[src/rtl/mandelbrot_escape_time_top_macros.svh]
// Assertion macros for the escape-time evaluator.
// Needs i_clk and i_rst_n in the scope of use.
`ifndef MANDELBROT_ESCAPE_TIME_TOP_MACROS_SVH
`define MANDELBROT_ESCAPE_TIME_TOP_MACROS_SVH

// same-cycle implication, disabled during reset
`define MBET_ASSERT_NOW(label, ante, cons) \
    label: assert property (@(posedge i_clk) disable iff (!i_rst_n) (ante) |-> (cons)) \
        else $error("mbet: same-cycle check failed");

// next-cycle implication, disabled during reset
`define MBET_ASSERT_NEXT(label, ante, cons) \
    label: assert property (@(posedge i_clk) disable iff (!i_rst_n) (ante) |=> (cons)) \
        else $error("mbet: next-cycle check failed");

`endif

[src/rtl/mbet_pkg.sv]
// Shared constants, sequencer states and helpers for the escape-time evaluator.
// No dependencies.
package mbet_pkg;

    localparam int COORD_BITS = 10;
    localparam int FRAC_BITS  = 26;
    localparam int WORD_BITS  = 32;
    localparam int CNT_BITS   = 16;
    localparam int OPD_BITS   = WORD_BITS + 1;
    localparam int PROD_BITS  = 2 * WORD_BITS;
    localparam int IDX_BITS   = 3;

    localparam logic [PROD_BITS-1:0] ESC_LIMIT = PROD_BITS'(4) << (2 * FRAC_BITS);
    localparam logic [CNT_BITS-1:0]  MAX_IT_RESET = CNT_BITS'(200);

    localparam logic [IDX_BITS-1:0] CFG_LEFT   = IDX_BITS'(0);
    localparam logic [IDX_BITS-1:0] CFG_TOP    = IDX_BITS'(1);
    localparam logic [IDX_BITS-1:0] CFG_XSTEP  = IDX_BITS'(2);
    localparam logic [IDX_BITS-1:0] CFG_YSTEP  = IDX_BITS'(3);
    localparam logic [IDX_BITS-1:0] CFG_MAX_IT = IDX_BITS'(4);

    typedef enum logic [3:0] {
        S_IDLE,
        S_CX,
        S_CY,
        S_CI,
        S_RR,
        S_II,
        S_RI,
        S_UPD,
        S_DONE
    } t_state;

    // saturate a 64-bit value to the signed 32-bit range
    function automatic logic signed [WORD_BITS-1:0] sat_word(
        input logic signed [PROD_BITS-1:0] v
    );
        logic [PROD_BITS-WORD_BITS:0] top;
        top = v[PROD_BITS-1:WORD_BITS-1];
        if (top == '0 || top == '1) begin
            return v[WORD_BITS-1:0];
        end else if (v[PROD_BITS-1]) begin
            return {1'b1, {(WORD_BITS-1){1'b0}}};
        end else begin
            return {1'b0, {(WORD_BITS-1){1'b1}}};
        end
    endfunction

    function automatic logic signed [PROD_BITS-1:0] sext_word(
        input logic signed [WORD_BITS-1:0] v
    );
        return {{(PROD_BITS-WORD_BITS){v[WORD_BITS-1]}}, v};
    endfunction

endpackage

[src/rtl/mandelbrot_escape_time_top.sv]
// Escape-time evaluator top level: config registers, sequencer, shared multiplier.
// Depends on mbet_pkg and mandelbrot_escape_time_top_macros.svh.
//
// One pixel word is taken at a time. After the accepting cycle, states S_CX, S_CY and
// S_CI build the point c. Each iteration of z = z*z + c then runs through S_RR, S_II,
// S_RI and S_UPD on the single 33x33 signed multiplier (zr*zr, zi*zi, zr*zi, then
// update and escape test). S_RR also checks the limit (200 by default), and S_DONE
// hands the word to the output register once that register is free. The input is
// stalled from acceptance until the result is in the output register; a waiting
// result does not block the next pixel.
`include "mandelbrot_escape_time_top_macros.svh"

module mandelbrot_escape_time_top (
    input  logic                              i_clk,
    input  logic                              i_rst_n,
    input  logic                              i_cfg_wr_en,
    input  logic [mbet_pkg::IDX_BITS-1:0]     i_cfg_index,
    input  logic [mbet_pkg::WORD_BITS-1:0]    i_cfg_data,
    input  logic                              i_in_valid,
    output logic                              o_in_stall,
    input  logic [mbet_pkg::COORD_BITS-1:0]   i_pixel_x,
    input  logic [mbet_pkg::COORD_BITS-1:0]   i_pixel_y,
    output logic                              o_out_valid,
    input  logic                              i_out_stall,
    output logic [mbet_pkg::COORD_BITS-1:0]   o_out_x,
    output logic [mbet_pkg::COORD_BITS-1:0]   o_out_y,
    output logic [mbet_pkg::CNT_BITS-1:0]     o_iteration_count
);

    localparam int WB = mbet_pkg::WORD_BITS;
    localparam int PB = mbet_pkg::PROD_BITS;
    localparam int OB = mbet_pkg::OPD_BITS;
    localparam int CB = mbet_pkg::COORD_BITS;
    localparam int NB = mbet_pkg::CNT_BITS;
    localparam int FB = mbet_pkg::FRAC_BITS;

    mbet_pkg::t_state r_state, n_state;

    logic signed [WB-1:0] r_left, r_top, r_xstep, r_ystep;
    logic [NB-1:0]        r_max_it;

    logic [CB-1:0]        r_px, r_py;
    logic signed [WB-1:0] r_cr, r_ci, r_zr, r_zi;
    logic [NB-1:0]        r_count;
    logic signed [PB-1:0] r_prod, r_diff;
    logic [PB-1:0]        r_rr;
    logic                 r_esc;

    logic                 r_out_valid;
    logic [CB-1:0]        r_out_x, r_out_y;
    logic [NB-1:0]        r_out_cnt;

    logic signed [OB-1:0]   mul_a, mul_b;
    logic signed [2*OB-1:0] mul_p;
    logic                   in_take, out_take, out_load, slot_free;
    logic signed [PB-1:0]   nr, ni;
    logic                   st_done;

    assign in_take   = i_in_valid && (r_state == mbet_pkg::S_IDLE);
    assign out_take  = r_out_valid && !i_out_stall;
    assign slot_free = !r_out_valid || !i_out_stall;
    assign mul_p     = mul_a * mul_b;
    assign st_done   = (r_state == mbet_pkg::S_DONE);

    assign nr = (r_diff >>> FB) + mbet_pkg::sext_word(r_cr);
    assign ni = (r_prod >>> (FB - 1)) + mbet_pkg::sext_word(r_ci);

    // next state
    always_comb begin
        n_state = r_state;
        unique case (r_state)
            mbet_pkg::S_IDLE: if (i_in_valid) n_state = mbet_pkg::S_CX;
            mbet_pkg::S_CX:   n_state = mbet_pkg::S_CY;
            mbet_pkg::S_CY:   n_state = mbet_pkg::S_CI;
            mbet_pkg::S_CI:   n_state = mbet_pkg::S_RR;
            mbet_pkg::S_RR: begin
                if (r_count >= r_max_it) n_state = mbet_pkg::S_DONE;
                else n_state = mbet_pkg::S_II;
            end
            mbet_pkg::S_II:   n_state = mbet_pkg::S_RI;
            mbet_pkg::S_RI:   n_state = mbet_pkg::S_UPD;
            mbet_pkg::S_UPD: begin
                if (r_esc) n_state = mbet_pkg::S_DONE;
                else n_state = mbet_pkg::S_RR;
            end
            mbet_pkg::S_DONE: if (slot_free) n_state = mbet_pkg::S_IDLE;
            default:          n_state = mbet_pkg::S_IDLE;
        endcase
    end

    // multiplier operand select and output load
    always_comb begin
        mul_a    = '0;
        mul_b    = '0;
        out_load = 1'b0;
        unique case (r_state)
            mbet_pkg::S_CX: begin
                mul_a = $signed({{(OB-CB){1'b0}}, r_px});
                mul_b = {r_xstep[WB-1], r_xstep};
            end
            mbet_pkg::S_CY: begin
                mul_a = $signed({{(OB-CB){1'b0}}, r_py});
                mul_b = {r_ystep[WB-1], r_ystep};
            end
            mbet_pkg::S_RR: begin
                mul_a = {r_zr[WB-1], r_zr};
                mul_b = {r_zr[WB-1], r_zr};
            end
            mbet_pkg::S_II: begin
                mul_a = {r_zi[WB-1], r_zi};
                mul_b = {r_zi[WB-1], r_zi};
            end
            mbet_pkg::S_RI: begin
                mul_a = {r_zr[WB-1], r_zr};
                mul_b = {r_zi[WB-1], r_zi};
            end
            mbet_pkg::S_DONE: out_load = slot_free;
            default: ;
        endcase
    end

    always_ff @(posedge i_clk) begin
        if (!i_rst_n) begin
            r_state     <= mbet_pkg::S_IDLE;
            r_left      <= '0;
            r_top       <= '0;
            r_xstep     <= '0;
            r_ystep     <= '0;
            r_max_it    <= mbet_pkg::MAX_IT_RESET;
            r_out_valid <= 1'b0;
        end else begin
            r_state <= n_state;
            if (i_cfg_wr_en) begin
                unique case (i_cfg_index)
                    mbet_pkg::CFG_LEFT:   r_left   <= i_cfg_data;
                    mbet_pkg::CFG_TOP:    r_top    <= i_cfg_data;
                    mbet_pkg::CFG_XSTEP:  r_xstep  <= i_cfg_data;
                    mbet_pkg::CFG_YSTEP:  r_ystep  <= i_cfg_data;
                    mbet_pkg::CFG_MAX_IT: r_max_it <= i_cfg_data[NB-1:0];
                    default: ;
                endcase
            end
            if (out_load) r_out_valid <= 1'b1;
            else if (out_take) r_out_valid <= 1'b0;
        end
    end

    // datapath
    always_ff @(posedge i_clk) begin
        r_prod <= mul_p[PB-1:0];
        if (in_take) begin
            r_px <= i_pixel_x;
            r_py <= i_pixel_y;
        end
        unique case (r_state)
            mbet_pkg::S_CY: r_cr <= mbet_pkg::sat_word(r_prod + mbet_pkg::sext_word(r_left));
            mbet_pkg::S_CI: begin
                r_ci    <= mbet_pkg::sat_word(r_prod + mbet_pkg::sext_word(r_top));
                r_zr    <= '0;
                r_zi    <= '0;
                r_count <= '0;
            end
            mbet_pkg::S_II: r_rr <= r_prod;
            mbet_pkg::S_RI: begin
                r_diff <= $signed(r_rr) - r_prod;
                r_esc  <= (r_rr + $unsigned(r_prod)) >= mbet_pkg::ESC_LIMIT;
            end
            mbet_pkg::S_UPD: begin
                if (!r_esc) begin
                    r_zr    <= mbet_pkg::sat_word(nr);
                    r_zi    <= mbet_pkg::sat_word(ni);
                    r_count <= r_count + NB'(1);
                end
            end
            default: ;
        endcase
        if (out_load) begin
            r_out_x   <= r_px;
            r_out_y   <= r_py;
            r_out_cnt <= r_count;
        end
    end

    assign o_in_stall        = (r_state != mbet_pkg::S_IDLE);
    assign o_out_valid       = r_out_valid;
    assign o_out_x           = r_out_x;
    assign o_out_y           = r_out_y;
    assign o_iteration_count = r_out_cnt;

    `MBET_ASSERT_NOW(a_count_below_limit, r_state == mbet_pkg::S_UPD, r_count < r_max_it)
    `MBET_ASSERT_NEXT(a_done_waits_for_slot, st_done && r_out_valid && i_out_stall, st_done)
    `MBET_ASSERT_NEXT(a_accept_starts_work, i_in_valid && !o_in_stall, (r_state == mbet_pkg::S_CX) && o_in_stall)

endmodule

[config.mk]
export PLATFORM = sky130hd
export DESIGN_NAME = mandelbrot_escape_time_top
export DESIGN_NICKNAME = d
export VERILOG_FILES = /design/src/rtl/mbet_pkg.sv /design/src/rtl/mandelbrot_escape_time_top.sv
export VERILOG_INCLUDE_DIRS = /design/src /design/src/rtl
export SDC_FILE = /design/constraint.sdc
export NUM_CORES = 2
export LEC_CHECK = 0
export ABC_CLOCK_PERIOD_IN_PS = 10150
export BUFFER_PORTS_ARGS = -buffer_cell sky130_fd_sc_hd__buf_2
export CAP_MARGIN = 40
export CORE_MARGIN = 8
export CORE_UTILIZATION = 39
export DETAILED_ROUTE_END_ITERATION = 6
export GPL_TIMING_DRIVEN = 0
export PLACE_DENSITY = 0.64
export SLEW_MARGIN = 20
export SYNTH_ARGS = -nofsm -noshare
export SYNTH_HDL_FRONTEND = slang
export SYNTH_SLANG_ARGS = --single-unit
[constraint.sdc]
create_clock -name i_clk -period 10.15 [get_ports i_clk]
set_clock_uncertainty 0.05 [all_clocks]
set_input_delay 2.03 -clock i_clk [delete_from_list [all_inputs] [get_ports i_clk]]
set_output_delay 2.03 -clock i_clk [all_outputs]
set_load 0.05 [all_outputs]
==> key figures <==
Global route
  – Global-route met1 utilization: 0.354
  – First-pass GRT wire length: 418 mm
  – Overflow after GRT: 0
  – Vias in the first global route: 62,700
  – Most Crowded Layer GR: met2
  – Met2 GRT Util: 0.446
  – Met3 GRT Util: 0.0630
  – Largest net degree at the start of global routing: 49
  – Initial antenna violation count: 25
  – Tot GR Track Use: 0.282

Die
  – Starting Density: 0.393
  – Die X: 448 um
  – Die Ht: 448 um
  – Io pins: 98
  – Die ar.: 0.201 sq mm
  – FP Rows: 158
  – Placeable Area: 0.186 sq mm

Cells and area
  – Post-route core utilization: 0.439
  – Fillers: 18,200
  – Final net count: 10,300
  – Layout cells sized above 1: 0.0865
  – Top flop regs: r_prod x64, r_rr x64, r_diff x38
  – Area Overhead vs Synth: 11.9%

Logic synthesis
  – Register bit total from synthesis: 516
  – Syn_nets: 9,953
  – Most frequent cell after synthesis: inv_1
  – Cell taking the most area after synthesis: fa_1
  – Post-synth EDFFs: 303
  – Post-synthesis cell count: 8,225
  – Synthesized area per cell: 8.86 sq um
  – Ys async rst share: 0
  – Cells taking the most area after synthesis: fa_1, edfxtp_1, ha_1
  – Proportion of netlist area held by the largest area contributor: 0.305
  – Register area share after synthesis: 0.183
  – Synth cell types: 105
  – Synth Warn #: 0
  – Ys flop type: edfxtp_1
  – Mapped cell area: 0.0729 sq mm
  – Most frequent cells after synthesis: inv_1, nand2_1, fa_1

Clock tree
  – CTS H-tree depth: 2
  – CTS tree: done
  – # hold bufs at CTS: 0
  – Clk Latency, worst-skew pair: 0.71 ns
  – CTS root buf: clkbuf_16
  – Clk buf depth: 3
  – CTS buffer count: 59
  – Reg clk slew, reported paths: 0.07 ns
  – Clk sinks: 516

Run status
  – Outcome: finished, violations left
  – Violated checks: design-rule violations

STA
  – Endpoints failing hold: 0
  – Final period demand of the worst path: 10.05 ns
  – Pins over their slew limit: 0
  – Max Clk Rate: 99.5 MHz
  – Fin crit share: 0.990
  – Final setup viols: 0
  – Setup TNS: 0 ns
  – Worst-Margin Slew: 1.01 ns
  – Max-Slew Margin vs Limit: 0.324
  – Hold_ws: 0.416 ns

Critical path
  – CP Class: register to register
  – Worst R2R End: r_prod[63]
  – Crit-path slowest cell: fa_2
  – Worst Path Max Fanout: 10
  – Setup slack, reg-to-reg: 0.10 ns
  – Crit path arrival time: 10.56 ns
  – Crit path top cell by count: fa_1
  – Critical Path Source Type: register
  – Worst-case reg-to-reg path depth: 36
  – Slowest stage delay, CP: 0.60 ns
  – Crit end category: register
  – Crit path required time: 10.66 ns
  – Critical R2R Launch: r_state[1]

Min path
  – Hold EP: r_max_it[11]
  – Hold path start: r_max_it[11]
  – Hold path cells: 2
  – Min-delay worst type: register to register

Power
  – Leakage: 36.9 nW
  – PnR Total Power: 6.40 mW
  – VDD IR max: 0.144 mV
  – Pwr per Cell Area: 78.5 mW/mm^2

Routing
  – DR vias/cell: 5.65
  – DR iter-0 viols: 6,316
  – Final ANT Viol Nets: 0
  – Router iterations before antenna repair: 6
  – Drc violations: 3
  – Vias: 62,800
  – Final WL: 288 mm
  – Drt wl/cell: 25.9 um

Placed design
  – Port Buffers: 97
  – Hpwl dp: 244 mm
  – Placer Congestion: 1.05

Job
  – Max-cap violation count: 0
[critical path: cells and delay by family, from the launching register on]
kind / cells / cell delay, ns
AOI/OAI and AO/OA: 11 / 2.90
buffers and inverters: 9 / 1.00
xor gates and xnor gates: 1 / 0.11
adders and majority gates: 9 / 4.47
DFF: 1 / 0.41
and+or+nand+nor: 6 / 0.98
[repair_timing]
action,4_1_cts,5_1_grt
resized for setup,242,152
endpoints found under the setup margin,42,12
gates cloned,0,0
setup buffers,36,26
pin swaps,23,24
[cells by family (layout without fill, tap and decap cells)]
logic type	count (synthesis)	after routing	share of synthesized area
multiplexers	15	15	0.00211
XOR/XNOR	286	286	0.0344
buffers and inverters	1646	2043	0.0859
other	0	19	0
AND/OR/NAND/NOR	2553	2553	0.152
AO/OA/AOI/OAI	1541	1541	0.142
flip-flops	516	516	0.183
adder cells (fa/ha/maj)	1668	1668	0.401
[area by class of cell]
class | instances | area (sq um) | share of cell area
diodes | 19 | 47.5 | 0.000583
plain buffers | 352 | 1810 | 0.0222
clock buffers | 75 | 1580 | 0.0193
clock inverters | 36 | 412 | 0.00505
inverters | 1273 | 4790 | 0.0587
multi-input cells | 6063 | 53700 | 0.659
flip-flops and latches | 516 | 13400 | 0.164
well taps | 2480 | 3100 | 0.0381
repair buffers | 307 | 2700 | 0.0331
[per-stage QoR]
step / cells / worst slack, ns / instance area (sq um)
after floorplan: 8225 / 0.0389 / 72900
after global placement: 10800 / -4.69 / 76500
after detailed placement: 10900 / -2.36 / 78200
after CTS: 11100 / 0.000601 / 81000
after global routing: 11100 / -0.0104 / 81500
final: 11100 / 0.104 / 81500
[where the power goes]
group | internal, mW | switching [mW] | total [mW]
clock network | 1.26 | 0.972 | 2.24
registers | 2.33 | 0.125 | 2.46
logic | 0.567 | 1.14 | 1.71
[cells in the final DEF, fill, tap and decap left out, types with 37 or more instances in the layout]
cell type and instances:
and2_1 37, nor2_1 777, xor2_1 96, clkbuf_16 60
xnor2_1 190, nand2b_1 53, a31oi_1 42, clkbuf_2 68
a21o_1 153, a21oi_1 419, nand3_1 89, buf_4 92
edfxtp_1 303, nand2_1 1161, fa_1 1099, buf_6 90
dfxtp_1 207, a211oi_1 40, o21bai_1 79, ha_1 554
inv_1 1267, nor2b_1 39, nand4_1 90, o21ai_0 206
o21a_1 74, a21boi_0 153, buf_2 129, clkbuf_1 208
nor3_1 82
[metal layers]
layer	part of all wire	up-vias
met3	0.093	865
met1	0.38	31200
met2	0.45	3208
met4	0.076	14
met5	0.00039	-
li1	-	27500
[worst max-delay path by stage]
stage / to / slack [ns] / start / depth (start not counted)
2_1_floorplan: r_prod[63] / 0.04 / r_state[3] / 35
3_3_place_gp: r_prod[62] / -4.69 / r_state[3] / 36
3_5_place_dp: r_prod[62] / -2.36 / r_state[0] / 35
4_1_cts: r_prod[63] / 0.0006 / r_state[0] / 37
5_1_grt: r_prod[62] / -0.01 / r_state[0] / 38
6_report: r_prod[63] / 0.10 / r_state[1] / 36
Power figures use the tool's default switching activity.
